[config.mk]
export PLATFORM = sky130hd
export DESIGN_NAME = stereo_mix_lowpass_volume_limit
export DESIGN_NICKNAME = d
export VERILOG_FILES = /design/src/sv/smlv_pkg.sv /design/src/sv/smlv_lane.sv /design/src/sv/smlv_out.sv /design/src/sv/stereo_mix_lowpass_volume_limit.sv
export SDC_FILE = /design/constraint.sdc
export NUM_CORES = 2
export LEC_CHECK = 0
export ABC_AREA = 1
export BUFFER_PORTS_ARGS = -buffer_cell sky130_fd_sc_hd__buf_4
export CAP_MARGIN = 20
export CORE_ASPECT_RATIO = 1.4
export CORE_MARGIN = 3
export CORE_UTILIZATION = 45
export DETAILED_ROUTE_END_ITERATION = 6
export GPL_TIMING_DRIVEN = 0
export RECOVER_POWER = 100
export SETUP_SLACK_MARGIN = 0.1
export SYNTH_ARGS = -nofsm -noshare
export SYNTH_HDL_FRONTEND = slang
export SYNTH_SLANG_ARGS = --single-unit
[constraint.sdc]
create_clock -name aclk -period 14.8 [get_ports aclk]
set_input_delay 1.48 -clock aclk [delete_from_list [all_inputs] [get_ports aclk]]
set_output_delay 1.48 -clock aclk [all_outputs]
set_load 0.05 [all_outputs]
[src/sv/smlv_pkg.sv]
`default_nettype none
package smlv_pkg;

    localparam int SYNTH_W = 19;
    localparam int DAC_W   = 16;
    localparam int RAW_W   = 20;   // synth + dac always fits
    localparam int SUM_W   = 22;   // raw plus three history slots
    localparam int MAG_W   = 20;   // magnitude after averaging
    localparam int PROD_W  = 30;   // signed average times volume
    localparam int OUT_W   = 16;
    localparam int HIST_D  = 3;

    // floor(x / 3) == (x * RECIP3) >> RECIP3_SH for x < 2**20
    localparam int RECIP3_W  = 21;
    localparam int RECIP3_SH = 22;
    localparam logic [RECIP3_W-1:0] RECIP3 = 21'd1398102;

    localparam int VOL_SH = 5;     // volume scale of 32

    localparam logic signed [PROD_W-1:0] OUT_MAX = 30'sd32767;
    localparam logic signed [PROD_W-1:0] OUT_MIN = -30'sd32768;

    // filter_mode codes; code 3 behaves as pass-through
    localparam logic [1:0] MODE_PASS = 2'd0;
    localparam logic [1:0] MODE_AVG3 = 2'd1;
    localparam logic [1:0] MODE_AVG4 = 2'd2;

    // history slot codes
    localparam logic [1:0] SLOT_0 = 2'd0;
    localparam logic [1:0] SLOT_1 = 2'd1;
    localparam logic [1:0] SLOT_2 = 2'd2;

    // configuration register indexes
    localparam logic [1:0] CFG_FILTER_MODE  = 2'd0;
    localparam logic [1:0] CFG_VOLUME_MUL   = 2'd1;
    localparam logic [1:0] CFG_SYNTH_ENABLE = 2'd2;

    localparam logic [7:0] VOLUME_RESET = 8'd32;

    typedef struct packed {
        logic       ld_a;       // transaction accepted: mix, sum, history write
        logic       ld_b;       // advance averaging stage
        logic       ld_c;       // advance volume stage
        logic       synth_en;
        logic       dac_valid;
        logic [1:0] mode;
        logic [1:0] slot;
        logic [7:0] vol;
    } lane_ctrl_t;

endpackage
`default_nettype wire

[src/sv/smlv_lane.sv]
`default_nettype none
module smlv_lane (
    input  wire logic                                aclk,
    input  wire logic                                aresetn,
    input  wire smlv_pkg::lane_ctrl_t                ctrl,
    input  wire logic signed [smlv_pkg::SYNTH_W-1:0] synth,
    input  wire logic signed [smlv_pkg::DAC_W-1:0]   dac,
    output logic signed [smlv_pkg::OUT_W-1:0]        sample
);

    logic signed [smlv_pkg::RAW_W-1:0]  hist_reg [smlv_pkg::HIST_D];
    logic signed [smlv_pkg::RAW_W-1:0]  raw;
    logic signed [smlv_pkg::SUM_W-1:0]  sum_next;
    logic signed [smlv_pkg::SUM_W-1:0]  sum_reg;
    logic [1:0]                         mode_reg;

    logic [smlv_pkg::SUM_W-1:0]         mag_full;
    logic [smlv_pkg::MAG_W+smlv_pkg::RECIP3_W-1:0] prod3;
    logic [smlv_pkg::MAG_W-1:0]         mag_next;
    logic [smlv_pkg::MAG_W-1:0]         mag_reg;
    logic                               neg_reg;

    logic signed [smlv_pkg::MAG_W:0]    avg;
    logic signed [smlv_pkg::PROD_W-1:0] prod_next;
    logic signed [smlv_pkg::PROD_W-1:0] prod_reg;
    logic signed [smlv_pkg::PROD_W-1:0] scaled;

    // stage A: mix and filter sum
    always_comb begin
        raw = '0;
        if (ctrl.synth_en) begin
            raw = smlv_pkg::RAW_W'(synth);
        end
        if (ctrl.dac_valid) begin
            raw = raw + smlv_pkg::RAW_W'(dac);
        end
        case (ctrl.mode)
            smlv_pkg::MODE_AVG3: sum_next = smlv_pkg::SUM_W'(raw)
                + smlv_pkg::SUM_W'(hist_reg[0]) + smlv_pkg::SUM_W'(hist_reg[1]);
            smlv_pkg::MODE_AVG4: sum_next = smlv_pkg::SUM_W'(raw)
                + smlv_pkg::SUM_W'(hist_reg[0]) + smlv_pkg::SUM_W'(hist_reg[1])
                + smlv_pkg::SUM_W'(hist_reg[2]);
            default:             sum_next = smlv_pkg::SUM_W'(raw);
        endcase
    end

    always_ff @(posedge aclk) begin
        if (!aresetn) begin
            for (int i = 0; i < smlv_pkg::HIST_D; i++) begin
                hist_reg[i] <= '0;
            end
        end else if (ctrl.ld_a) begin
            if (ctrl.mode == smlv_pkg::MODE_AVG3) begin
                if (ctrl.slot == smlv_pkg::SLOT_0) begin
                    hist_reg[0] <= raw;
                end else if (ctrl.slot == smlv_pkg::SLOT_1) begin
                    hist_reg[1] <= raw;
                end
            end else if (ctrl.mode == smlv_pkg::MODE_AVG4) begin
                if (ctrl.slot == smlv_pkg::SLOT_0) begin
                    hist_reg[0] <= raw;
                end else if (ctrl.slot == smlv_pkg::SLOT_1) begin
                    hist_reg[1] <= raw;
                end else if (ctrl.slot == smlv_pkg::SLOT_2) begin
                    hist_reg[2] <= raw;
                end
            end
        end
    end

    always_ff @(posedge aclk) begin
        if (ctrl.ld_a) begin
            sum_reg  <= sum_next;
            mode_reg <= ctrl.mode;
        end
    end

    // stage B: divide magnitude, truncation toward zero
    always_comb begin
        mag_full = sum_reg[smlv_pkg::SUM_W-1] ? smlv_pkg::SUM_W'(-sum_reg)
                                                : smlv_pkg::SUM_W'(sum_reg);
        prod3 = (smlv_pkg::MAG_W+smlv_pkg::RECIP3_W)'(mag_full[smlv_pkg::MAG_W-1:0])
              * (smlv_pkg::MAG_W+smlv_pkg::RECIP3_W)'(smlv_pkg::RECIP3);
        case (mode_reg)
            smlv_pkg::MODE_AVG3: mag_next = smlv_pkg::MAG_W'(prod3 >> smlv_pkg::RECIP3_SH);
            smlv_pkg::MODE_AVG4: mag_next = smlv_pkg::MAG_W'(mag_full >> 2);
            default:             mag_next = mag_full[smlv_pkg::MAG_W-1:0];
        endcase
    end

    always_ff @(posedge aclk) begin
        if (ctrl.ld_b) begin
            mag_reg <= mag_next;
            neg_reg <= sum_reg[smlv_pkg::SUM_W-1];
        end
    end

    // stage C: restore sign, apply volume
    always_comb begin
        avg = neg_reg ? -$signed({1'b0, mag_reg}) : $signed({1'b0, mag_reg});
        prod_next = smlv_pkg::PROD_W'(avg) * smlv_pkg::PROD_W'($signed({1'b0, ctrl.vol}));
    end

    always_ff @(posedge aclk) begin
        if (ctrl.ld_c) begin
            prod_reg <= prod_next;
        end
    end

    // divide by 32 toward zero, then clamp
    always_comb begin
        scaled = (prod_reg + (prod_reg[smlv_pkg::PROD_W-1] ? smlv_pkg::PROD_W'(31)
                                                           : smlv_pkg::PROD_W'(0)))
                 >>> smlv_pkg::VOL_SH;
        if (scaled > smlv_pkg::OUT_MAX) begin
            sample = smlv_pkg::OUT_W'(smlv_pkg::OUT_MAX);
        end else if (scaled < smlv_pkg::OUT_MIN) begin
            sample = smlv_pkg::OUT_W'(smlv_pkg::OUT_MIN);
        end else begin
            sample = scaled[smlv_pkg::OUT_W-1:0];
        end
    end

endmodule
`default_nettype wire

[src/sv/smlv_out.sv]
`default_nettype none
module smlv_out (
    input  wire logic                             aclk,
    input  wire logic                             aresetn,
    input  wire logic                             c_valid,
    input  wire logic signed [smlv_pkg::OUT_W-1:0] c_left,
    input  wire logic signed [smlv_pkg::OUT_W-1:0] c_right,
    input  wire logic                             c_block_end,
    output logic                                  load,
    output logic                                  m_valid,
    input  wire logic                             m_ready,
    output logic signed [smlv_pkg::OUT_W-1:0]     m_out_left,
    output logic signed [smlv_pkg::OUT_W-1:0]     m_out_right,
    output logic                                  m_out_block_end
);

    logic valid_reg;
    logic signed [smlv_pkg::OUT_W-1:0] left_reg;
    logic signed [smlv_pkg::OUT_W-1:0] right_reg;
    logic be_reg;

    assign load = !valid_reg || m_ready;

    always_ff @(posedge aclk) begin
        if (!aresetn) begin
            valid_reg <= 1'b0;
        end else if (load) begin
            valid_reg <= c_valid;
        end
    end

    // both lanes land in one result transaction
    always_ff @(posedge aclk) begin
        if (load) begin
            left_reg  <= c_left;
            right_reg <= c_right;
            be_reg    <= c_block_end;
        end
    end

    assign m_valid         = valid_reg;
    assign m_out_left      = left_reg;
    assign m_out_right     = right_reg;
    assign m_out_block_end = be_reg;

endmodule
`default_nettype wire

[src/sv/stereo_mix_lowpass_volume_limit.sv]
`default_nettype none
// Stereo mixer with moving-average low-pass, volume and 16-bit saturation.
// One input transaction carries a synthesizer pair (19-bit signed) and an
// optional DAC pair; one output transaction returns the processed pair plus
// the block_end marker. Throughput is one transaction per clock while m_ready
// keeps the output flowing; m_valid rises when the result reaches the last of four registers
// (mix/sum loaded at acceptance, divide, volume multiply, output register),
// with empty stages still taking new input while a result waits.
// Left and right run in two identical lanes
// that share slot control and merge in the output register. The history
// slots and the slot index update at input acceptance, so back-to-back
// samples see each other's history. Configuration (index 0 filter_mode,
// 1 volume_mul, 2 synth_enable; index 3 ignored) is always ready and must
// only be written while the block is idle.
module stereo_mix_lowpass_volume_limit (
    input  wire logic                                aclk,
    input  wire logic                                aresetn,

    input  wire logic                                cfg_valid,
    output logic                                     cfg_ready,
    input  wire logic [1:0]                          cfg_index,
    input  wire logic [7:0]                          cfg_data,

    input  wire logic                                s_valid,
    output logic                                     s_ready,
    input  wire logic signed [smlv_pkg::SYNTH_W-1:0] s_synth_left,
    input  wire logic signed [smlv_pkg::SYNTH_W-1:0] s_synth_right,
    input  wire logic                                s_dac_valid,
    input  wire logic signed [smlv_pkg::DAC_W-1:0]   s_dac_left,
    input  wire logic signed [smlv_pkg::DAC_W-1:0]   s_dac_right,
    input  wire logic                                s_block_end,

    output logic                                     m_valid,
    input  wire logic                                m_ready,
    output logic signed [smlv_pkg::OUT_W-1:0]        m_out_left,
    output logic signed [smlv_pkg::OUT_W-1:0]        m_out_right,
    output logic                                     m_out_block_end
);

    // config registers
    logic [1:0] mode_reg;
    logic [7:0] vol_reg;
    logic       synth_en_reg;

    // shared history slot pointer
    logic [1:0] slot_reg;
    logic [1:0] slot_next;

    // pipeline occupancy
    logic va_reg, vb_reg, vc_reg;
    logic be_a_reg, be_b_reg, be_c_reg;
    logic en_a, en_b, en_c, en_out;
    logic accept;

    smlv_pkg::lane_ctrl_t ctrl;
    logic signed [smlv_pkg::OUT_W-1:0] lane_left;
    logic signed [smlv_pkg::OUT_W-1:0] lane_right;

    assign cfg_ready = 1'b1;

    always_ff @(posedge aclk) begin
        if (!aresetn) begin
            mode_reg     <= smlv_pkg::MODE_PASS;
            vol_reg      <= smlv_pkg::VOLUME_RESET;
            synth_en_reg <= 1'b1;
        end else if (cfg_valid) begin
            case (cfg_index)
                smlv_pkg::CFG_FILTER_MODE:  mode_reg     <= cfg_data[1:0];
                smlv_pkg::CFG_VOLUME_MUL:   vol_reg      <= cfg_data;
                smlv_pkg::CFG_SYNTH_ENABLE: synth_en_reg <= cfg_data[0];
                default: ;
            endcase
        end
    end

    // each stage moves when its successor frees up; bubbles collapse
    assign en_c    = !vc_reg || en_out;
    assign en_b    = !vb_reg || en_c;
    assign en_a    = !va_reg || en_b;
    assign s_ready = en_a;
    assign accept  = s_valid && en_a;

    always_ff @(posedge aclk) begin
        if (!aresetn) begin
            va_reg <= 1'b0;
            vb_reg <= 1'b0;
            vc_reg <= 1'b0;
        end else begin
            if (en_a) va_reg <= s_valid;
            if (en_b) vb_reg <= va_reg;
            if (en_c) vc_reg <= vb_reg;
        end
    end

    always_ff @(posedge aclk) begin
        if (accept) be_a_reg <= s_block_end;
        if (en_b)   be_b_reg <= be_a_reg;
        if (en_c)   be_c_reg <= be_b_reg;
    end

    // slot sequencing: three-term toggles 0/1 and parks on 2,
    // four-term cycles 0-1-2, pass-through holds
    always_comb begin
        slot_next = slot_reg;
        case (mode_reg)
            smlv_pkg::MODE_AVG3: begin
                if (slot_reg == smlv_pkg::SLOT_0) begin
                    slot_next = smlv_pkg::SLOT_1;
                end else if (slot_reg == smlv_pkg::SLOT_1) begin
                    slot_next = smlv_pkg::SLOT_0;
                end
            end
            smlv_pkg::MODE_AVG4: begin
                if (slot_reg == smlv_pkg::SLOT_0) begin
                    slot_next = smlv_pkg::SLOT_1;
                end else if (slot_reg == smlv_pkg::SLOT_1) begin
                    slot_next = smlv_pkg::SLOT_2;
                end else if (slot_reg == smlv_pkg::SLOT_2) begin
                    slot_next = smlv_pkg::SLOT_0;
                end
            end
            default: slot_next = slot_reg;
        endcase
    end

    always_ff @(posedge aclk) begin
        if (!aresetn) begin
            slot_reg <= smlv_pkg::SLOT_0;
        end else if (accept) begin
            slot_reg <= slot_next;
        end
    end

    always_comb begin
        ctrl.ld_a      = accept;
        ctrl.ld_b      = en_b;
        ctrl.ld_c      = en_c;
        ctrl.synth_en  = synth_en_reg;
        ctrl.dac_valid = s_dac_valid;
        ctrl.mode      = mode_reg;
        ctrl.slot      = slot_reg;
        ctrl.vol       = vol_reg;
    end

    smlv_lane u_lane_left (
        .aclk    (aclk),
        .aresetn (aresetn),
        .ctrl    (ctrl),
        .synth   (s_synth_left),
        .dac     (s_dac_left),
        .sample  (lane_left)
    );

    smlv_lane u_lane_right (
        .aclk    (aclk),
        .aresetn (aresetn),
        .ctrl    (ctrl),
        .synth   (s_synth_right),
        .dac     (s_dac_right),
        .sample  (lane_right)
    );

    smlv_out u_out (
        .aclk            (aclk),
        .aresetn         (aresetn),
        .c_valid         (vc_reg),
        .c_left          (lane_left),
        .c_right         (lane_right),
        .c_block_end     (be_c_reg),
        .load            (en_out),
        .m_valid         (m_valid),
        .m_ready         (m_ready),
        .m_out_left      (m_out_left),
        .m_out_right     (m_out_right),
        .m_out_block_end (m_out_block_end)
    );

endmodule
`default_nettype wire
# --- After elaboration in Yosys (flattened, before gate mapping) ---
# Memory sizes are Yosys's and may differ from the RTL's.
# Index checks and enable logic that the tools add are counted.
word_totals:
  regBits: 201
  latchBits: 0
  mem_bits_rw: 120
  rom_bits: 0
  input_bits: 87
  out_inout_bits: 36
  elab_cells: 145
  mem_count: 2
memory_table:
  columns: ["name", "words", "word_bits", "read_ports", "rd_ports_with_merged_regs", "wr", "line", "text"]
  rows:
  - ["u_lane_left.hist_reg", 3, 20, 3, 0, 3, "smlv_lane.sv:11", "logic signed [smlv_pkg::RAW_W-1:0] hist_reg [smlv_pkg::HIST_D];"]
  - ["u_lane_right.hist_reg", 3, 20, 3, 0, 3, "smlv_lane.sv:11", null]
op_classes:
  n_addsub: 14
  mul: 4
  div: 0
  n_lt_le_gt_ge: 4
  n_eq_ne: 10
  shift: 0
  n_mux: 62
  n_bitwise: 10
  n_reduce_logical: 16
op_table:
  columns: ["cell", "count"]
  rows:
  - ["two-way mux 20 bit", 14]
  - ["one-hot mux 22 bit (2 select lines)", 2]
  - ["multiplier 20 x 20 -> 40 bit (second input constant)", 2]
  - ["one-hot mux 20 bit (2 select lines)", 2]
  - ["adder 30 x 6 -> 30 bit", 2]
  - ["multiplier 21 x 9 -> 30 bit", 2]
  - ["greater-than comparator 25 x 16 -> 1 bit (second input constant)", 2]
  - ["less-than comparator 25 x 16 -> 1 bit (second input constant)", 2]
  - ["adder 21 x 20 -> 22 bit", 2]
  - ["adder 22 x 20 -> 22 bit", 2]
  - ["two-way mux 22 bit", 2]
  - ["negator 22 bit", 2]
  - ["adder 20 x 20 -> 21 bit", 2]
  - ["two-way mux 21 bit", 2]
  - ["negator 20 -> 21 bit", 2]
  - ["adder 20 x 16 -> 20 bit", 2]
  - ["two-way mux 16 bit", 2]
  - ["two-way mux 1 bit", 30]
  - ["two-way mux 2 bit", 5]
  - ["two-way mux 5 bit", 2]
  - ["bitwise OR 1 bit", 10]
  - ["equality test 2 x 1 -> 1 bit (second input constant)", 4]
  - ["equality test 2 bit (second input constant)", 4]
  - ["AND reduction 2 bit", 3]
  - ["9 further kinds", 16]

# --- Longest topological paths before layout ---
logic_depth:
  word_depth: 11
  ltp_mapped: 44
  ltp_nobuf: 42

# --- Hierarchy ---
# From an unflattened synthesis, not the netlist that was laid out.
hier_totals:
  hier_cells: 6828
  hier_area_um2: 52606.7
modules_own_cells:
  columns: ["mod", "instances", "cells_each", "area_each_um2", "seq_area_each_um2"]
  rows:
  - ["smlv_lane (u_lane_left)", 1, 3381, 25527.0, 4053.9]
  - ["smlv_lane (u_lane_right)", 1, 3317, 25278.0, 4053.9]
  - ["smlv_out", 1, 39, 1037.2, 1011.0]
  - ["stereo_mix_lowpass_volume_limit", 1, 91, 764.5, 410.4]

# --- Worst setup path before layout ---
# No wires, ideal clock.
synth_timing:
  path_kind: "in2reg"
  startpoint: "input m_ready"
  endpoint: "memory u_lane_left.hist_reg[0][0] (netlist bit) (enable)"
  setup_ps: 498
  arrival_ps: 10372
  t_required_ps: 14302
  slack_ps: 3931
  path_stages: 10
  path_buffers: 0
  path_cell_list: "nor2_1 -> inv_1 -> nor2_1 -> inv_1 -> nor2_1 -> inv_1 -> nor2_1 -> nor2_1 -> nand2_1 -> o31ai_1"
synth_rtl:
  columns: ["item", "line", "text"]
  rows:
  - ["from (decl)", "stereo_mix_lowpass_volume_limit.sv:34", "input wire logic m_ready,"]
  - ["to (decl)", "smlv_lane.sv:11", null]

==> out/results.ini <==
[status]
status=finished with violations
violations=max-capacitance violations, max-slew violations

[logic_synthesis]
netlist_area_um2=51900
ys_types=70
yosys-top-cells-area=fa_1 (22%), edfxtp_1 (18%), ha_1 (15%)
async_flop_share_pct=0
synth.net_count=7967
syn-instance-count=6698
yosysTopAreaCellShare_pct=22.4
ys.flop_type=edfxtp_1
syn_area_per_cell_um2=7.75
ys_seq_elements=321
synth_edf_count=304
ys_seq_area_share_pct=18.2
yosys_warnings=0
yosysTopAreaCell=fa_1

[floorplan]
die_w_um=293
io-pin-count=123
die-height_um=408
die_area_um2=120000
core_area_um2=114000
initial_utilization_pct=45.6
std_cell_rows=146

[job]
maxCapViolations=9

[hold_path]
hold_class=reg -> reg

[timing]
setup_viol=0
hold_viol_final=0
worst_pin_slew_ns=2.25
fin_crit_sh_pct=70.2
rsz0062_at_grt=false
relSlewSlack_pct=-51.3
fin_ws_ns=4.41
layout_min_cycle_time_ns=10.39
max_freq_mhz=96.3
slew_viol_final=154
skew_ns=0.0437

[setup_path]
arrival_ns=10.67
path_cells=clkbuf_4 -> nor2_1 -> inv_1 -> clkbuf_1 -> nor2_1 -> inv_1 -> clkbuf_1 -> nor2_1 -> inv_1 -> nor2_1 -> nor2_1 -> nand2_1 -> o31ai_1 -> buf_8
crit_path_frequent_cell=nor2_1
crit_required_ns=15.08
cp_slowest_cell=o31ai_1
cpPeakStageDelay_ns=1.84
critPathCaptureType=register
critPathMaxFanout=45
start_kind=primary input
crit_type=in -> reg

[placed_design]
dpl.cell_count=8330
dpl_worst_slack_ns=6.22
numPortBuffers=121
gp_congestion=1.01
dp_hpwl_um=141000
dpl_cell_area_um2=55100

[routing]
wl_um=160000
drc=0
drtPass1Iterations=6
vias=44100
drtIter0Drc=2180
viasPerCell=5.25
ant_nets=0
wl_per_cell_um=19.1

[cts]
htreeDepth=2
clockBufferDepth=3
clk_latency_ns=0.60
cts.sinks=321
path_clk_slew_ns=0.06
cts_made_buffers=39
clockRootBuffer=clkbuf_16
cts_setup_buffers=0
hold_buffers=0
cts_resized=0
cts_tree=yes

[layout]
drive_above_1_share_pct=4.22
fin_cells=8404
final_nets=8162
diodes=0
final_area_um2=56100
fin_util_pct=49.3
syn2layout_area_growth_pct=7.99

[global_routing]
grt_overflow_total=0
grt_pass1_wl_um=248000
grt_start_max_net_pins=46
grt_pass1_vias=46500
antenna_found_initial=3
track_usage_pct=26.9

[layout make-up]
type                    count  area, µm²
fillers                 11500      57700
multi-input cells        4817      36500
repair buffers            154        987
clock buffers              47       1070
plain buffers              96        388
flip-flops and latches    321       9470
well taps                1480       1850
inverters                1464       5500
clock inverters            25        332
[worst max-delay path, delay by kind of cell]
family | cells | cell delay, ns
simple gates | 6 | 2.39
buf+inv | 7 | 4.90
compound gates | 1 | 1.84
[placed cells by master (no fill, tap or decap), drive strengths merged, types with 182 or more instances in the layout]
cell type  count
a21oi        346
clkbuf       182
edfxtp       304
fa           580
ha           602
inv         1463
nand2       1406
nand3        285
nor2         684
o21ai        301
[cell usage after synthesis, types with 27 or more instances]
cell type / count
edfxtp_1: 304
ha_1: 602
a21oi_1: 346
nand2_1: 1380
xor2_1: 112
xnor2_1: 61
or2_2: 31
nor3_1: 54
o21bai_1: 33
nor4_1: 27
nor2_1: 667
inv_1: 1447
nand4_1: 73
clkbuf_1: 78
nand3_1: 282
fa_1: 580
o21ai_0: 269
a21o_1: 46
[per-layer routing]
layer	wire, µm	vias to the layer above	share of wire (%)	GRT usage, %
met2	85500	1257	53	51.9
met4	14000	2	8.7	19.3
li1	-	21600	-	-
met5	11	-	0.0069	0
met3	6020	540	3.8	2.79
met1	54900	20800	34	26.2
[path summary, 6_finish.rpt]
path                               startpoint                           end  slack (ns)  cells past startpoint
worst max-delay path                  m_ready  u_lane_right.hist_reg[0][17]        4.41                     14
worst min-delay path                 be_c_reg         u_out.m_out_block_end        0.42                      0
worst min register to register       be_c_reg         u_out.m_out_block_end        0.42                      0
worst max register to register  u_out.m_valid  u_lane_right.hist_reg[0][17]        5.06                     14
[cell families after synthesis]
kind of cell | share of synthesized area, %
other | 0.00722
AO/OA/AOI/OAI | 9.08
buffers and inverters | 11.4
multiplexers | 0.0217
AND/OR/NAND/NOR | 21.2
XOR/XNOR | 3.23
flip-flops | 18.2
adder cells (fa/ha/maj) | 36.9
[metrics by stage]
stage	hold WS, ns	setup TNS (ns)
2_1_floorplan	0.400	0
3_3_place_gp	0.405	-37.14
3_5_place_dp	0.406	0
4_1_cts	0.419	0
5_1_grt	0.437	0
6_report	0.418	0
Power is not shown: default switching activity piles up to over one toggle a cycle in this logic, so the estimate is an artifact.
